==> config.mk <==
export PLATFORM = sky130hd
export DESIGN_NAME = cac_front
export DESIGN_NICKNAME = d
export VERILOG_FILES = /design/src/rtl/core/cac_pkg.sv /design/src/rtl/core/cac_front.sv
export VERILOG_INCLUDE_DIRS = /design/src /design/src/rtl/core
export SDC_FILE = /design/constraint.sdc
export NUM_CORES = 1
export LEC_CHECK = 0
export BUFFER_PORTS_ARGS = -buffer_cell sky130_fd_sc_hd__buf_2
export CAP_MARGIN = 30
export CORE_MARGIN = 2
export CORE_UTILIZATION = 50
export DETAILED_ROUTE_END_ITERATION = 6
export MAX_ROUTING_LAYER = met4
export PLACE_DENSITY = 0.84
export SLEW_MARGIN = 15
export SYNTH_ARGS = -nofsm -noshare
export SYNTH_HDL_FRONTEND = slang
export SYNTH_SLANG_ARGS = --single-unit
==> constraint.sdc <==
create_clock -name clock -period 6.5 [get_ports clock]
set_input_delay 1.3 -clock clock [delete_from_list [all_inputs] [get_ports clock]]
set_output_delay 1.3 -clock clock [all_outputs]
set_load 0.05 [all_outputs]
==> src/rtl/core/complex_autocorrelator_lags_0_to_2_macros.svh <==
// ----------------------------------------------------------------------------
// Assertion macros for the complex autocorrelator
// Shorthands for the concurrent checks used inside the RTL modules.
// ----------------------------------------------------------------------------
`ifndef COMPLEX_AUTOCORRELATOR_LAGS_0_TO_2_MACROS_SVH
`define COMPLEX_AUTOCORRELATOR_LAGS_0_TO_2_MACROS_SVH

// Condition that must hold at every clock edge outside reset.
`define CAC_ASSERT_ALWAYS(label, clk, rst, cond, msg) \
   label: assert property (@(posedge clk) disable iff (rst) (cond)) else $error(msg);

// Consequent must hold in the same cycle as the antecedent.
`define CAC_ASSERT_IMPLIES(label, clk, rst, ante, cons, msg) \
   label: assert property (@(posedge clk) disable iff (rst) (ante) |-> (cons)) else $error(msg);

// Consequent must hold in the cycle after the antecedent.
`define CAC_ASSERT_NEXT(label, clk, rst, ante, cons, msg) \
   label: assert property (@(posedge clk) disable iff (rst) (ante) |=> (cons)) else $error(msg);

`endif

==> src/rtl/core/cac_pkg.sv <==
// ----------------------------------------------------------------------------
// cac_pkg
// Shared widths, constants and types of the complex autocorrelator.
// ----------------------------------------------------------------------------
package cac_pkg;

   localparam int MAX_SAMPLES = 64;

   localparam int SAMPLE_W = 16;
   localparam int LEN_W    = 6;
   localparam int COUNT_W  = $clog2(MAX_SAMPLES);
   localparam int PROD_W   = 2 * SAMPLE_W;
   localparam int TERM_W   = PROD_W + 1;
   localparam int ACC_W    = 38;
   localparam int ENERGY_W = 37;

   localparam int LEN_MIN          = 1;
   localparam int LEN_MAX          = MAX_SAMPLES - 2;
   localparam int SUM_LENGTH_RESET = 38;

   // Per-item control that travels down the pipeline with the operands.
   typedef struct packed {
      logic en_lag0;
      logic en_lag1;
      logic en_lag2;
      logic last;
   } cac_flags_type;

   // Current sample and the two samples before it.
   typedef struct packed {
      logic signed [SAMPLE_W-1:0] b_re;
      logic signed [SAMPLE_W-1:0] b_im;
      logic signed [SAMPLE_W-1:0] a1_re;
      logic signed [SAMPLE_W-1:0] a1_im;
      logic signed [SAMPLE_W-1:0] a2_re;
      logic signed [SAMPLE_W-1:0] a2_im;
   } cac_operands_type;

   // One step's contribution to each accumulator.
   typedef struct packed {
      logic signed [TERM_W-1:0] lag1_re;
      logic signed [TERM_W-1:0] lag1_im;
      logic signed [TERM_W-1:0] lag2_re;
      logic signed [TERM_W-1:0] lag2_im;
      logic signed [TERM_W-1:0] lag0;
   } cac_terms_type;

endpackage

==> src/rtl/core/cac_front.sv <==
// ----------------------------------------------------------------------------
// cac_front
// Sample history, position counter and the input register of the pipeline.
// ----------------------------------------------------------------------------
`include "complex_autocorrelator_lags_0_to_2_macros.svh"

module cac_front (
   input  logic                                   clock,
   input  logic                                   reset,
   input  logic                                   advance,
   input  logic                                   req_valid,
   input  logic signed [cac_pkg::SAMPLE_W-1:0]    sample_re,
   input  logic signed [cac_pkg::SAMPLE_W-1:0]    sample_im,
   input  logic        [cac_pkg::LEN_W-1:0]       sum_length,
   output logic                                   s1_valid,
   output cac_pkg::cac_flags_type                 s1_flags,
   output cac_pkg::cac_operands_type              s1_ops
);

   localparam int CMP_W = cac_pkg::COUNT_W + 1;

   logic                                 accept;
   logic [cac_pkg::LEN_W-1:0]            len;
   logic [CMP_W-1:0]                     j_ext;
   logic [CMP_W-1:0]                     len_ext;
   cac_pkg::cac_flags_type               flags_in;
   cac_pkg::cac_operands_type            ops_in;

   logic [cac_pkg::COUNT_W-1:0]          count_ff, count_in;
   logic signed [cac_pkg::SAMPLE_W-1:0]  prev0_re_ff, prev0_re_in;
   logic signed [cac_pkg::SAMPLE_W-1:0]  prev0_im_ff, prev0_im_in;
   logic signed [cac_pkg::SAMPLE_W-1:0]  prev1_re_ff, prev1_re_in;
   logic signed [cac_pkg::SAMPLE_W-1:0]  prev1_im_ff, prev1_im_in;
   logic                                 s1_valid_ff;
   cac_pkg::cac_flags_type               s1_flags_ff;
   cac_pkg::cac_operands_type            s1_ops_ff;

   assign accept = req_valid && advance;

   // A length of zero acts as one; the top code acts as the largest legal length.
   always_comb begin
      len = sum_length;
      if (sum_length < cac_pkg::LEN_W'(cac_pkg::LEN_MIN)) begin
         len = cac_pkg::LEN_W'(cac_pkg::LEN_MIN);
      end else if (sum_length > cac_pkg::LEN_W'(cac_pkg::LEN_MAX)) begin
         len = cac_pkg::LEN_W'(cac_pkg::LEN_MAX);
      end
   end

   assign j_ext   = CMP_W'(count_ff);
   assign len_ext = CMP_W'(len);

   always_comb begin
      flags_in.en_lag0 = (j_ext >= CMP_W'(1)) && (j_ext < len_ext);
      flags_in.en_lag1 = (j_ext >= CMP_W'(2)) && (j_ext <= len_ext);
      flags_in.en_lag2 = (j_ext >= CMP_W'(3)) && (j_ext <= len_ext + CMP_W'(1));
      flags_in.last    = (j_ext > len_ext);
   end

   always_comb begin
      ops_in.b_re  = sample_re;
      ops_in.b_im  = sample_im;
      ops_in.a1_re = prev0_re_ff;
      ops_in.a1_im = prev0_im_ff;
      ops_in.a2_re = prev1_re_ff;
      ops_in.a2_im = prev1_im_ff;
   end

   always_comb begin
      count_in    = count_ff;
      prev0_re_in = prev0_re_ff;
      prev0_im_in = prev0_im_ff;
      prev1_re_in = prev1_re_ff;
      prev1_im_in = prev1_im_ff;
      if (accept) begin
         if (flags_in.last) begin
            count_in    = '0;
            prev0_re_in = '0;
            prev0_im_in = '0;
            prev1_re_in = '0;
            prev1_im_in = '0;
         end else begin
            count_in    = count_ff + cac_pkg::COUNT_W'(1);
            prev0_re_in = sample_re;
            prev0_im_in = sample_im;
            prev1_re_in = prev0_re_ff;
            prev1_im_in = prev0_im_ff;
         end
      end
   end

   always_ff @(posedge clock) begin
      if (reset) begin
         count_ff    <= '0;
         prev0_re_ff <= '0;
         prev0_im_ff <= '0;
         prev1_re_ff <= '0;
         prev1_im_ff <= '0;
         s1_valid_ff <= 1'b0;
      end else begin
         count_ff    <= count_in;
         prev0_re_ff <= prev0_re_in;
         prev0_im_ff <= prev0_im_in;
         prev1_re_ff <= prev1_re_in;
         prev1_im_ff <= prev1_im_in;
         if (advance) begin
            s1_valid_ff <= accept;
         end
      end
   end

   always_ff @(posedge clock) begin
      if (advance) begin
         s1_flags_ff <= flags_in;
         s1_ops_ff   <= ops_in;
      end
   end

   assign s1_valid = s1_valid_ff;
   assign s1_flags = s1_flags_ff;
   assign s1_ops   = s1_ops_ff;

   // The position never passes one beyond the largest sum length.
   `CAC_ASSERT_ALWAYS(a_count_in_range, clock, reset,
      count_ff <= cac_pkg::COUNT_W'(cac_pkg::LEN_MAX + 1), "sample position out of range")

endmodule

# Word-level counts from Yosys, hierarchy flattened
# Index checks and enable logic that the tools add are counted.
[classes]
magnitude_cmp = 9
mul = 0
shifts = 0
addsub = 2
div_mod_pow = 0
bitwise_logic = 0
n_eq_ne = 0
muxes = 7
reduce_logical = 4
[op_table]
columns = ["cell", "n"]
rows = [
  ["two-way mux 16 bit", 4],
  ["two-way mux 6 bit", 3],
  [">= comparator 6 x 2 -> 1 bit (second input constant)", 2],
  ["adder 6 x 1 -> 7 bit (second input constant)", 1],
  ["less-or-equal comparator 6 x 7 -> 1 bit", 1],
  ["adder 6 x 1 -> 6 bit (second input constant)", 1],
  [">= comparator 6 x 1 -> 1 bit (second input constant)", 1],
  ["> comparator 6 bit", 1],
  ["> comparator 6 bit (second input constant)", 1],
  ["less-or-equal comparator 6 bit", 1],
  ["< comparator 6 x 1 -> 1 bit (second input constant)", 1],
  ["< comparator 6 bit", 1],
  ["logical AND 1 bit", 4],
]
[totals]
latchBits = 0
mem_bits_rw = 0
in_bits = 42
reg_bits = 171
elab_cells = 38
rom_bits = 0
n_memories = 0

# Logic depth before layout (Yosys ltp)
[logic_depth]
word_depth = 6
ltp_mapped = 13

# Least setup slack after synthesis
# OpenSTA, ideal clock, no wires.
[synth_timing]
kind = "input-to-reg"
startpoint = "input port sum_length[4] (netlist name)"
endpoint = "register s1_flags_ff, in the netlist s1_flags[1], data pin"
path_stages = 12
path_slack_ns = 3.055
setup_time_ns = 0.279
t_arrival_ns = 3.166
path_cell_list = "nor4_1 > o21ai_0 > nand2_1 > ha_1 > nand3_1 > xnor2_1 > ha_1 > a21o_1 > a21oi_1 > nor2b_1 > a221oi_1 > a32oi_1"
[synth_lines]
columns = ["item", "line", "rtl"]
rows = [
  ["start: declaration", "cac_front.sv:14", "input logic [cac_pkg::LEN_W-1:0] sum_length,"],
  ["end signal: assignment", "cac_front.sv:114", "s1_flags_ff <= flags_in;"],
  ["end: declaration", "cac_front.sv:35", "cac_pkg::cac_flags_type s1_flags_ff;"],
]

==> key figures <==
Run status
  – Status: completed

Final layout
  – Commonest cells after routing, fill and taps aside: buf_2 (141), edfxtp_1 (100), nand3_1 (79)
  – Finished Cell Area: 0.00748 mm²
  – FF/Latch Area: 0.00442 mm²
  – Layout cells sized above 1: 28.5%
  – Nets: 686
  – Multi-input combinational cell area: 0.00151 mm²
  – Area delta synth->final: 21.9%
  – Commonest non-fill, non-tap cell in the layout: buf_2
  – Fillers: 955

Logic synthesis
  – Distinct cells, synth: 34
  – Post-synth top area share: 48.9%
  – Post-Synthesis Cells: 494
  – Largest cells by area after synthesis: edfxtp_1 (49%), dfxtp_1 (23%), nand3_1 (6.4%), a21oi_1 (5.7%), nand2_1 (4.8%)
  – Syn Area/Cell: 12.4 µm²
  – Area leader, netlist: edfxtp_1
  – Sequential area share after synthesis: 72.1%
  – Syn Nets: 552
  – Yosys Warn Count: 0
  – Synthesized area: 0.00614 mm²
  – Yosys reg bits: 171

Placed design
  – Placed instance area: 0.00691 mm²
  – Dpl ws: 2.62 ns
  – Final RePlAce weighted congestion: 0.921
  – Post-DP HPWL: 8.03 mm
  – Buffers added on ports: 142

GRT
  – Initial antenna violation count: 1
  – Grt ovf: 0
  – Largest net degree at the start of global routing: 76
  – Vias in the first global route: 4091
  – First-pass GRT wire length: 19.5 mm
  – Gr usage total: 19.9%

Routing
  – Initial drt markers: 361
  – Post-route DRC: 0
  – WL per Instance: 16.0 µm
  – Number of vias per cell: 5.44
  – Via count: 4295
  – Drt pass-1 iters: 5
  – ANT nets after route: 0
  – Total wire length: 12.6 mm

Setup path
  – CP Capture Type: flip-flop
  – CP startpoint kind: input port
  – WP data required: 6.63 ns
  – Crit Path Category: input port to flip-flop
  – Worst EP arrival: 3.64 ns
  – CP Max Fanout: 6

Pwr
  – Worst vdd rail ir drop: 0.159 mV
  – Power density over cell area: 328 mW/mm²
  – Pleak: 2.96 nW

STA
  – Final setup fails: 0
  – Slew @ Worst Pin: 0.812 ns
  – Final slew viol count: 0
  – Final period util: 53.9%
  – Setup TNS: 0 ns
  – Post-route minimum period: 3.50 ns
  – Slack of the critical path: 3.00 ns
  – Slew Limit Headroom: 45.9%
  – Final Hold Fails: 0
  – Peak Freq: 0.285 GHz
  – RSZ-0062 raised after global routing: no
  – Skew final: 0.00970 ns

Clock network
  – CTS tree: yes
  – Reg clk slew, reported paths: 0.07 ns
  – Inserted Clock Buffers: 17
  – Setup Buffers After CTS: 0
  – CTS root buffer: clkbuf_16
  – Clock H-tree levels: 4
  – Max Root-Sink Buffers: 2
  – Skew-Pair Late Insertion Delay: 0.42 ns
  – Post-CTS sizing: 0
  – Clock Sinks: 171
  – Number of hold buffers added after cts: 0

Floorplanning
  – Top-Level Pins: 143
  – Die area: 0.0132 mm²
  – Die width: 115 µm
  – Core ar.: 0.0120 mm²
  – Initial Utilization: 51.1%
  – Row Count: 40
  – Die Height: 115 µm

Job
  – Max-Cap Viols: 0

Hold path
  – Hold Crit Class: flip-flop to flip-flop
## power breakdown
part	total [mW]	internal [mW]	switching (mW)
registers	1.22	1.20	0.0203
logic	0.270	0.0557	0.214
clock network	0.960	0.551	0.410
total	2.45	1.81	0.644
## cell usage after synthesis
cell / instances
a211oi_2: 1
a21o_1: 1
a21oi_1: 70
a221oi_1: 1
a31oi_1: 5
a32oi_1: 1
and2_1: 1
and3_1: 1
and3b_1: 1
and4_1: 1
buf_1: 3
buf_2: 4
buf_6: 6
clkbuf_1: 19
dfxtp_1: 71
edfxtp_1: 100
ha_1: 16
inv_1: 11
mux2i_1: 1
nand2_1: 78
nand2b_1: 1
nand3_1: 79
nand4_1: 1
nand4b_1: 1
nor2_1: 3
nor2b_1: 2
nor3_1: 3
nor4_1: 3
o211ai_1: 1
o21a_1: 1
o21ai_0: 3
o31ai_4: 1
or2_2: 1
xnor2_1: 2
## per-stage QoR
| stage | utilization (%) | hold WS (ns) | power (mW) | std cells |
|---|---|---|---|---|
| after floorplan | - | 0.408 | 1.43 | 494 |
| after global placement | 57.5 | 0.413 | 1.51 | 756 |
| after detailed placement | 57.5 | 0.416 | 1.52 | 756 |
| after CTS | 62.3 | 0.433 | 2.47 | 788 |
| after global routing | 62.3 | 0.436 | 2.53 | 789 |
| final | 62.3 | 0.431 | 2.45 | 789 |
## area by class of cell
| cell class | instances | area share, % |
|---|---|---|
| Antenna cell | 1 | 0.0335 |
| Clock buffer | 20 | 6.11 |
| Clock inverter | 12 | 1.54 |
| Inverter | 11 | 0.552 |
| Multi-Input combinational cell | 280 | 20.1 |
| Sequential cell | 171 | 59.2 |
| Tap cell | 147 | 2.46 |
| Timing Repair Buffer | 147 | 10.0 |
## path summary, 6_finish.rpt
check	from	cells past startpoint	slack [ns]	to
hold / removal	prev1_im_ff[0]$_SDFFE_PP0P_	0	0.43	s1_ops[0]$_DFFE_PP_
hold reg to reg	prev1_im_ff[0]$_SDFFE_PP0P_	0	0.43	s1_ops[0]$_DFFE_PP_
setup / recovery	sum_length[2]	13	3.00	s1_flags[1]$_DFFE_PP_
setup reg to reg	count_ff[1]$_SDFFE_PP0P_	7	3.99	count_ff[2]$_SDFFE_PP0P_
## registers in the layout, indices dropped and copies added (netlist names)
name	count
prev1_re_ff	16
s1_valid	1
prev0_re_ff	16
count_ff	6
prev0_im_ff	16
s1_flags	4
s1_ops	96
prev1_im_ff	16
## critical path: stages
cell,delay [ns]
buf_2,0.14
nor4_1,0.40
o21ai_0,0.14
nand2_1,0.11
ha_1,0.23
nand3_1,0.12
xnor2_1,0.14
ha_1,0.30
a21o_1,0.11
a21oi_1,0.07
nor2b_1,0.14
a221oi_1,0.30
a32oi_1,0.14
## routing by layer
metal	GRT usage [%]	vias up	wire (µm)
met5	-	-	0
met3	5.06	33	713
met2	31.8	170	6180
met1	22.9	2050	5300
met4	11.6	0	439
li1	-	2042	-
## logic make-up (layout without fill, tap and decap cells)
family / Yosys count / in the layout / share of synthesized area, %
multiplexers: 1 / 1 / 0.163
XOR/XNOR: 2 / 2 / 0.285
other: 0 / 1 / 0
adder cells (fa/ha/maj): 16 / 16 / 3.26
AO/OA/AOI/OAI: 85 / 85 / 7.67
flip-flops: 171 / 171 / 72.1
AND/OR/NAND/NOR: 176 / 176 / 13.1
buffers and inverters: 43 / 190 / 3.45
No activity file was read; power rests on OpenSTA's default activity.
