File: src/rtl/core/complex_autocorrelator_lags_0_to_2_macros.svh
// ----------------------------------------------------------------------------
// Assertion macros for the complex autocorrelator
// Shorthands for the concurrent checks used inside the RTL modules.
// ----------------------------------------------------------------------------
`ifndef COMPLEX_AUTOCORRELATOR_LAGS_0_TO_2_MACROS_SVH
`define COMPLEX_AUTOCORRELATOR_LAGS_0_TO_2_MACROS_SVH

// Condition that must hold at every clock edge outside reset.
`define CAC_ASSERT_ALWAYS(label, clk, rst, cond, msg) \
   label: assert property (@(posedge clk) disable iff (rst) (cond)) else $error(msg);

// Consequent must hold in the same cycle as the antecedent.
`define CAC_ASSERT_IMPLIES(label, clk, rst, ante, cons, msg) \
   label: assert property (@(posedge clk) disable iff (rst) (ante) |-> (cons)) else $error(msg);

// Consequent must hold in the cycle after the antecedent.
`define CAC_ASSERT_NEXT(label, clk, rst, ante, cons, msg) \
   label: assert property (@(posedge clk) disable iff (rst) (ante) |=> (cons)) else $error(msg);

`endif

File: src/rtl/core/cac_pkg.sv
// ----------------------------------------------------------------------------
// cac_pkg
// Shared widths, constants and types of the complex autocorrelator.
// ----------------------------------------------------------------------------
package cac_pkg;

   localparam int MAX_SAMPLES = 64;

   localparam int SAMPLE_W = 16;
   localparam int LEN_W    = 6;
   localparam int COUNT_W  = $clog2(MAX_SAMPLES);
   localparam int PROD_W   = 2 * SAMPLE_W;
   localparam int TERM_W   = PROD_W + 1;
   localparam int ACC_W    = 38;
   localparam int ENERGY_W = 37;

   localparam int LEN_MIN          = 1;
   localparam int LEN_MAX          = MAX_SAMPLES - 2;
   localparam int SUM_LENGTH_RESET = 38;

   // Per-item control that travels down the pipeline with the operands.
   typedef struct packed {
      logic en_lag0;
      logic en_lag1;
      logic en_lag2;
      logic last;
   } cac_flags_type;

   // Current sample and the two samples before it.
   typedef struct packed {
      logic signed [SAMPLE_W-1:0] b_re;
      logic signed [SAMPLE_W-1:0] b_im;
      logic signed [SAMPLE_W-1:0] a1_re;
      logic signed [SAMPLE_W-1:0] a1_im;
      logic signed [SAMPLE_W-1:0] a2_re;
      logic signed [SAMPLE_W-1:0] a2_im;
   } cac_operands_type;

   // One step's contribution to each accumulator.
   typedef struct packed {
      logic signed [TERM_W-1:0] lag1_re;
      logic signed [TERM_W-1:0] lag1_im;
      logic signed [TERM_W-1:0] lag2_re;
      logic signed [TERM_W-1:0] lag2_im;
      logic signed [TERM_W-1:0] lag0;
   } cac_terms_type;

endpackage

File: src/rtl/core/cac_accum.sv
// ----------------------------------------------------------------------------
// cac_accum
// Five exact accumulators and the result register of the block.
// ----------------------------------------------------------------------------
`include "complex_autocorrelator_lags_0_to_2_macros.svh"

module cac_accum (
   input  logic                                 clock,
   input  logic                                 reset,
   input  logic                                 advance,
   input  logic                                 s2_valid,
   input  cac_pkg::cac_flags_type               s2_flags,
   input  cac_pkg::cac_terms_type               s2_terms,
   output logic                                 rsp_valid,
   input  logic                                 rsp_ready,
   output logic signed [cac_pkg::ACC_W-1:0]     lag1_real,
   output logic signed [cac_pkg::ACC_W-1:0]     lag1_imag,
   output logic signed [cac_pkg::ACC_W-1:0]     lag2_real,
   output logic signed [cac_pkg::ACC_W-1:0]     lag2_imag,
   output logic        [cac_pkg::ENERGY_W-1:0]  lag0_energy
);

   logic                                 step;
   logic                                 emit;

   logic signed [cac_pkg::ACC_W-1:0]     sum_lag1_re, sum_lag1_im;
   logic signed [cac_pkg::ACC_W-1:0]     sum_lag2_re, sum_lag2_im;
   logic        [cac_pkg::ENERGY_W-1:0]  sum_lag0;

   logic signed [cac_pkg::ACC_W-1:0]     acc_lag1_re_ff, acc_lag1_re_in;
   logic signed [cac_pkg::ACC_W-1:0]     acc_lag1_im_ff, acc_lag1_im_in;
   logic signed [cac_pkg::ACC_W-1:0]     acc_lag2_re_ff, acc_lag2_re_in;
   logic signed [cac_pkg::ACC_W-1:0]     acc_lag2_im_ff, acc_lag2_im_in;
   logic        [cac_pkg::ENERGY_W-1:0]  acc_lag0_ff, acc_lag0_in;

   logic                                 rsp_valid_ff, rsp_valid_in;
   logic signed [cac_pkg::ACC_W-1:0]     lag1_real_ff, lag1_imag_ff;
   logic signed [cac_pkg::ACC_W-1:0]     lag2_real_ff, lag2_imag_ff;
   logic        [cac_pkg::ENERGY_W-1:0]  lag0_energy_ff;

   assign step = advance && s2_valid;
   assign emit = step && s2_flags.last;

   // Running sums including this step's terms; a disabled lag adds nothing.
   always_comb begin
      sum_lag1_re = acc_lag1_re_ff;
      sum_lag1_im = acc_lag1_im_ff;
      sum_lag2_re = acc_lag2_re_ff;
      sum_lag2_im = acc_lag2_im_ff;
      sum_lag0    = acc_lag0_ff;
      if (s2_flags.en_lag1) begin
         sum_lag1_re = acc_lag1_re_ff + cac_pkg::ACC_W'($signed(s2_terms.lag1_re));
         sum_lag1_im = acc_lag1_im_ff + cac_pkg::ACC_W'($signed(s2_terms.lag1_im));
      end
      if (s2_flags.en_lag2) begin
         sum_lag2_re = acc_lag2_re_ff + cac_pkg::ACC_W'($signed(s2_terms.lag2_re));
         sum_lag2_im = acc_lag2_im_ff + cac_pkg::ACC_W'($signed(s2_terms.lag2_im));
      end
      if (s2_flags.en_lag0) begin
         // Energy terms are never negative, so the sign bit is dropped.
         sum_lag0 = acc_lag0_ff
                  + cac_pkg::ENERGY_W'(s2_terms.lag0[cac_pkg::TERM_W-2:0]);
      end
   end

   always_comb begin
      acc_lag1_re_in = acc_lag1_re_ff;
      acc_lag1_im_in = acc_lag1_im_ff;
      acc_lag2_re_in = acc_lag2_re_ff;
      acc_lag2_im_in = acc_lag2_im_ff;
      acc_lag0_in    = acc_lag0_ff;
      if (emit) begin
         acc_lag1_re_in = '0;
         acc_lag1_im_in = '0;
         acc_lag2_re_in = '0;
         acc_lag2_im_in = '0;
         acc_lag0_in    = '0;
      end else if (step) begin
         acc_lag1_re_in = sum_lag1_re;
         acc_lag1_im_in = sum_lag1_im;
         acc_lag2_re_in = sum_lag2_re;
         acc_lag2_im_in = sum_lag2_im;
         acc_lag0_in    = sum_lag0;
      end
   end

   // A new result fills the slot; otherwise a waiting result stays until it
   // is taken. A closing sample only steps when the slot is free or draining.
   assign rsp_valid_in = emit || (rsp_valid_ff && !rsp_ready);

   always_ff @(posedge clock) begin
      if (reset) begin
         acc_lag1_re_ff <= '0;
         acc_lag1_im_ff <= '0;
         acc_lag2_re_ff <= '0;
         acc_lag2_im_ff <= '0;
         acc_lag0_ff    <= '0;
         rsp_valid_ff   <= 1'b0;
      end else begin
         acc_lag1_re_ff <= acc_lag1_re_in;
         acc_lag1_im_ff <= acc_lag1_im_in;
         acc_lag2_re_ff <= acc_lag2_re_in;
         acc_lag2_im_ff <= acc_lag2_im_in;
         acc_lag0_ff    <= acc_lag0_in;
         rsp_valid_ff   <= rsp_valid_in;
      end
   end

   always_ff @(posedge clock) begin
      if (emit) begin
         lag1_real_ff   <= sum_lag1_re;
         lag1_imag_ff   <= sum_lag1_im;
         lag2_real_ff   <= sum_lag2_re;
         lag2_imag_ff   <= sum_lag2_im;
         lag0_energy_ff <= sum_lag0;
      end
   end

   assign rsp_valid   = rsp_valid_ff;
   assign lag1_real   = lag1_real_ff;
   assign lag1_imag   = lag1_imag_ff;
   assign lag2_real   = lag2_real_ff;
   assign lag2_imag   = lag2_imag_ff;
   assign lag0_energy = lag0_energy_ff;

   // The block's closing sample leaves every accumulator cleared.
   `CAC_ASSERT_NEXT(a_clear_after_emit, clock, reset, emit,
      (acc_lag1_re_ff == '0) && (acc_lag1_im_ff == '0) && (acc_lag2_re_ff == '0)
      && (acc_lag2_im_ff == '0) && (acc_lag0_ff == '0),
      "accumulators not cleared after a result")
   // A new result appears only after a closing sample left the product stage.
   `CAC_ASSERT_IMPLIES(a_rsp_from_last, clock, reset, $rose(rsp_valid_ff),
      $past(emit), "result raised without a closing sample")
   // A sample inside the block never produces a result.
   `CAC_ASSERT_NEXT(a_no_rsp_mid_block, clock, reset,
      step && !s2_flags.last && (rsp_ready || !rsp_valid_ff),
      !rsp_valid_ff, "result raised for a sample inside the block")

endmodule

File: config.mk
export PLATFORM = sky130hd
export DESIGN_NAME = cac_accum
export DESIGN_NICKNAME = d
export VERILOG_FILES = /design/src/rtl/core/cac_pkg.sv /design/src/rtl/core/cac_accum.sv
export VERILOG_INCLUDE_DIRS = /design/src /design/src/rtl/core
export SDC_FILE = /design/constraint.sdc
export NUM_CORES = 1
export LEC_CHECK = 0
export BUFFER_PORTS_ARGS = -buffer_cell sky130_fd_sc_hd__clkbuf_2
export CAP_MARGIN = 10
export CORE_MARGIN = 3
export CORE_UTILIZATION = 63
export DETAILED_ROUTE_END_ITERATION = 16
export GPL_TIMING_DRIVEN = 0
export PLACE_DENSITY = 0.87
export SLEW_MARGIN = 10
export SYNTH_ARGS = -nofsm -noshare
export SYNTH_HDL_FRONTEND = slang
export SYNTH_SLANG_ARGS = --single-unit
export TNS_END_PERCENT = 20
File: constraint.sdc
create_clock -name clock -period 22.9 [get_ports clock]
set_input_delay 1.145 -clock clock [delete_from_list [all_inputs] [get_ports clock]]
set_output_delay 1.145 -clock clock [all_outputs]
set_load 0.005 [all_outputs]
### After elaboration in Yosys (flattened, before gate mapping)

Cells that the tools add are included.

* register bits after elaboration: 379
* output and inout port bits: 190
* logic and storage cells: 27

* $add $sub $neg: 5
* multiplexer cells: 5
* reduce and logical (&&, ||, !) cells: 6

Operators by type and width (count)
* adder 38 x 33 -> 38 bit: 4
* 2-to-1 mux 38 bit: 4
* adder 37 x 32 -> 37 bit: 1
* 2-to-1 mux 37 bit: 1
* logical AND 1 bit: 3
* OR reduction 2 bit: 1
* zero test 1 bit: 1
* logical OR 1 bit: 1

### Longest topological paths before layout

* depth after elaboration: 3
* gate-level depth with buffers: 12
* depth with buffers taken out: 12

### Worst setup path after synthesis

Ideal clock, no wire load.

* path type: input -> register
* start point: in s2_flags[0] (netlist name)
* end point: reg acc_lag2_re_ff[12] (netlist name)
* library setup time: 0.132 ns
* arrival time: 8.107 ns
* data required time: 22.768 ns
* setup slack: 14.661 ns
* stages: 7
* path through: and3_1 > clkbuf_1 > or2_2 > clkbuf_1 > clkbuf_1 > buf_1 > a21oi_1

* cells in the longest elaborated chain, start to end: 2

Ends and longest elaborated chain
* start, declared: line cac_accum.sv:12 `input cac_pkg::cac_flags_type s2_flags,`
* logical AND 1 bit: line cac_accum.sv:42 `assign emit = step && s2_flags.last;`
* via emit: line cac_accum.sv:24 `logic emit;`
* OR reduction 2 bit (no source line)
* end signal, assigned: line cac_accum.sv:102 `acc_lag2_re_ff <= acc_lag2_re_in;`
* end, declared: line cac_accum.sv:32 `logic signed [cac_pkg::ACC_W-1:0] acc_lag2_re_ff, acc_lag2_re_in;`

The timed path passes the listed nets, and every way through them passes these cells.
A chain may end at the register's enable or synchronous reset.

### Worst setup path in the final report

* start point: in advance
* end point: reg acc_lag2_im_ff[10] (netlist name)

* cells in the longest elaborated chain, start to end: 3

Ends and longest elaborated chain
* start, declared: line cac_accum.sv:10 `input logic advance,`
* logical AND 1 bit: line cac_accum.sv:41 `assign step = advance && s2_valid;`
* logical AND 1 bit: line cac_accum.sv:42
* via emit: line cac_accum.sv:24
* OR reduction 2 bit (no source line)
* end signal, assigned: line cac_accum.sv:103 `acc_lag2_im_ff <= acc_lag2_im_in;`
* end, declared: line cac_accum.sv:33 `logic signed [cac_pkg::ACC_W-1:0] acc_lag2_im_ff, acc_lag2_im_in;`

The timed path passes the listed nets, and every way through them passes these cells.

==> out/metrics.yaml <==
clock_network:
  postCtsResizedCells: 0
  cts.clk_slew.worst_paths_ps: 60
  post_cts_buffers: 0
  cts-htree-levels: 2
  cts_buffers: 42
  clock_path_buffers: 3
  cts_root_buf: "clkbuf_16"
  cts_hold_buf: 0
  insertion_delay_ps: 570
  cts_sinks: 379
  cts_tree: "built"
sta:
  final.setup.tns_ps: 0
  worst_pin_slew_ps: 1140
  slew_violations: 0
  rsz0062_at_grt: "false"
  post-route-period-util_pct: 19.5
  hold_violations: 0
  slew_headroom_pct: 22.0
  min_period_ps: 4470
  clock_skew_ps: 17.3
  setup_viol: 0
  fmax_mhz: 224
floorplanning:
  rows: 70
  start_util_pct: 64.3
  fp.dieH_microns: 200
  fp.dieW_microns: 200
  coreArea_sq_um: 36900
  io_pins: 364
  die_area_sq_um: 40000
power:
  seq_power_share_pct: 42.0
  ir_drop_uv: 55.6
  p_comb_share_pct: 17.7
  power_density_nw_per_um2: 65.3
  power_switching_share_pct: 27.0
  power_uw: 1810
  p_int_uw: 1320
  leakage_uw: 0.0122
  power_switching_uw: 489
  share_clk_of_total_power_pct: 40.3
yosys:
  synth.largest_area_cell: "edfxtp_1"
  synthFlopType: "dfxtp_1"
  synth_top_area_share_pct: 23.9
  synth_common_cells: "nand2_1 (382), a21oi_1 (317), dfxtp_1 (190), edfxtp_1 (189), ha_1 (180)"
  synth_cell_types: 71
  yosysMostFrequentCell: "nand2_1"
  ys_seq_elements: 379
  ys_async_sr_fraction_pct: 0
  seq_area_frac_synth_pct: 40.0
  yosys_warnings: 0
  syn_area_sq_um: 23700
  synth_cells: 2554
  syn_avg_cell_area_sq_um: 9.28
  syn-num-nets: 2913
  synth_area_leaders: "edfxtp_1 (24%), dfxtp_1 (16%), ha_1 (9.5%)"
  synth-edff-count: 189
min_path:
  hold-path-cell-count: 2
  hold_path_class: "flip-flop to flip-flop"
detailed_routing:
  wl_per_cell_microns: 20.1
  drt-initial-drc-count: 1610
  drc: 0
  viasPerCell: 6.18
  firstDrtPassIters: 6
  drt_wl_total_microns: 70400
  vias: 21649
  ant_nets: 0
cells_and_area:
  fill_cells: 2637
  final_nets: 3321
  area_delta_synth_final_pct: 17.0
  final_cells: 3505
  drive_gt1_share_pct: 20.1
  multiInputGateArea_sq_um: 13600
  seqCellArea_sq_um: 9480
  utilization_pct: 75.2
placed_design:
  gp_congestion: 0.955
  place_hpwl_microns: 52500
  dp_cells: 3422
  io_buffers: 361
critical_path:
  cp.arrival_ps: 4870
  worstPathRequired_ps: 23310
  path_class: "input pin to flip-flop"
  worstPathMaxFanout: 57
  end_kind: "flip-flop"
  cp-start-kind: "input pin"
  r2r_cells: 11
outcome:
  outcome: "finished, final reports clean"
grt:
  grt_pass1_vias: 20961
  antenna_found_initial: 8
  overflow: 0
  grt_pass1_wl_microns: 108000
  track_usage_pct: 34.0
  grt_max_degree: 58
run:
  cap_violations: 0
## critical path, cell delays in order
cell and delay [ps]:
clkbuf_2 130, and3_1 160, clkbuf_4 600, buf_16 340, buf_16 300, or2_2 220, clkbuf_1 470, clkbuf_1 760
clkbuf_1 630, a21oi_1 80
## placed cells by master (no fill, tap or decap), drive strengths merged, types with 7 or more instances in the layout
master and instances:
nand3 61, inv 55, and3 19, o21ai 98
o21a 21, and2 11, edfxtp 189, nor2b 13
buf 20, mux2 150, or3 14, nand2b 13
a211oi 22, dfxtp 190, o211ai 15, o31ai 14
ha 180, a21oi 319, a21boi 7, xnor2 115
nor2 136, a31oi 26, a41oi 7, a31o 11
nor3 31, xor2 54, clkbuf 521, nand4 32
nand2 382, o21bai 37, a21o 113, mux2i 11
## routing by layer
metal	wire [microns]	up-vias	global-route usage [%]
met4	3480	6	17.0
met5	55	-	0
met1	27700	10198	42.5
li1	-	10184	-
met2	33100	1041	57.2
met3	6070	220	5.89
## cell families (layout without fill, tap and decap cells)
logic type / after synthesis / count (layout) / synth area share, %
compound gates: 746 / 746 / 19.6
simple gates: 745 / 745 / 14.0
flops: 379 / 379 / 40.0
fa+ha+maj: 185 / 185 / 9.92
xor+xnor: 169 / 169 / 6.24
buf+inv: 169 / 610 / 2.68
mux: 161 / 161 / 7.59
other cells: 0 / 6 / 0
## final timing paths
check                      from                 end  slack (ps)
min reg2reg  acc_lag1_im_ff[34]  acc_lag1_im_ff[34]         470
min          acc_lag1_im_ff[34]  acc_lag1_im_ff[34]         470
max                     advance  acc_lag2_im_ff[10]       18430
max reg2reg      acc_lag0_ff[1]     lag0_energy[33]       18870
## registers in the layout, summed over array words and instances (netlist names)
register / cells
acc_lag1_im_ff: 38
acc_lag1_re_ff: 38
acc_lag2_im_ff: 38
acc_lag2_re_ff: 38
lag1_imag: 38
lag1_real: 38
lag2_imag: 38
lag2_real: 38
acc_lag0_ff: 37
lag0_energy: 37
rsp_valid: 1
## power groups by stage
stage	sequential [uW]	clock, uW	combinational (uW)
2_1_floorplan	774	0	214
3_3_place_gp	776	0	300
3_5_place_dp	774	0	310
4_1_cts	760	738	315
5_1_grt	762	762	350
6_report	760	731	321
## stage by stage
stage | setup slack [ps] | hold WS [ps] | area, sq um
2_1_floorplan | 14660 | 444 | 23700
5_1_grt | 18220 | 488 | 27700
6_report | 18430 | 474 | 27700
4_1_cts | 18440 | 473 | 27700
3_3_place_gp | 11030 | 456 | 26100
3_5_place_dp | 17850 | 463 | 26200
## area by class of cell
| cell class | count | area share [%] |
|---|---|---|
| flip-flops and latches | 379 | 34.2 |
| multi-input cells | 2006 | 49.0 |
| inverters | 53 | 0.717 |
| repair buffers | 364 | 6.79 |
| clock inverters | 16 | 0.898 |
| diodes | 6 | 0.0541 |
| well taps | 504 | 2.27 |
| plain buffers | 116 | 1.59 |
| clock buffers | 61 | 4.49 |
No activity file was read; power rests on OpenSTA's default activity.
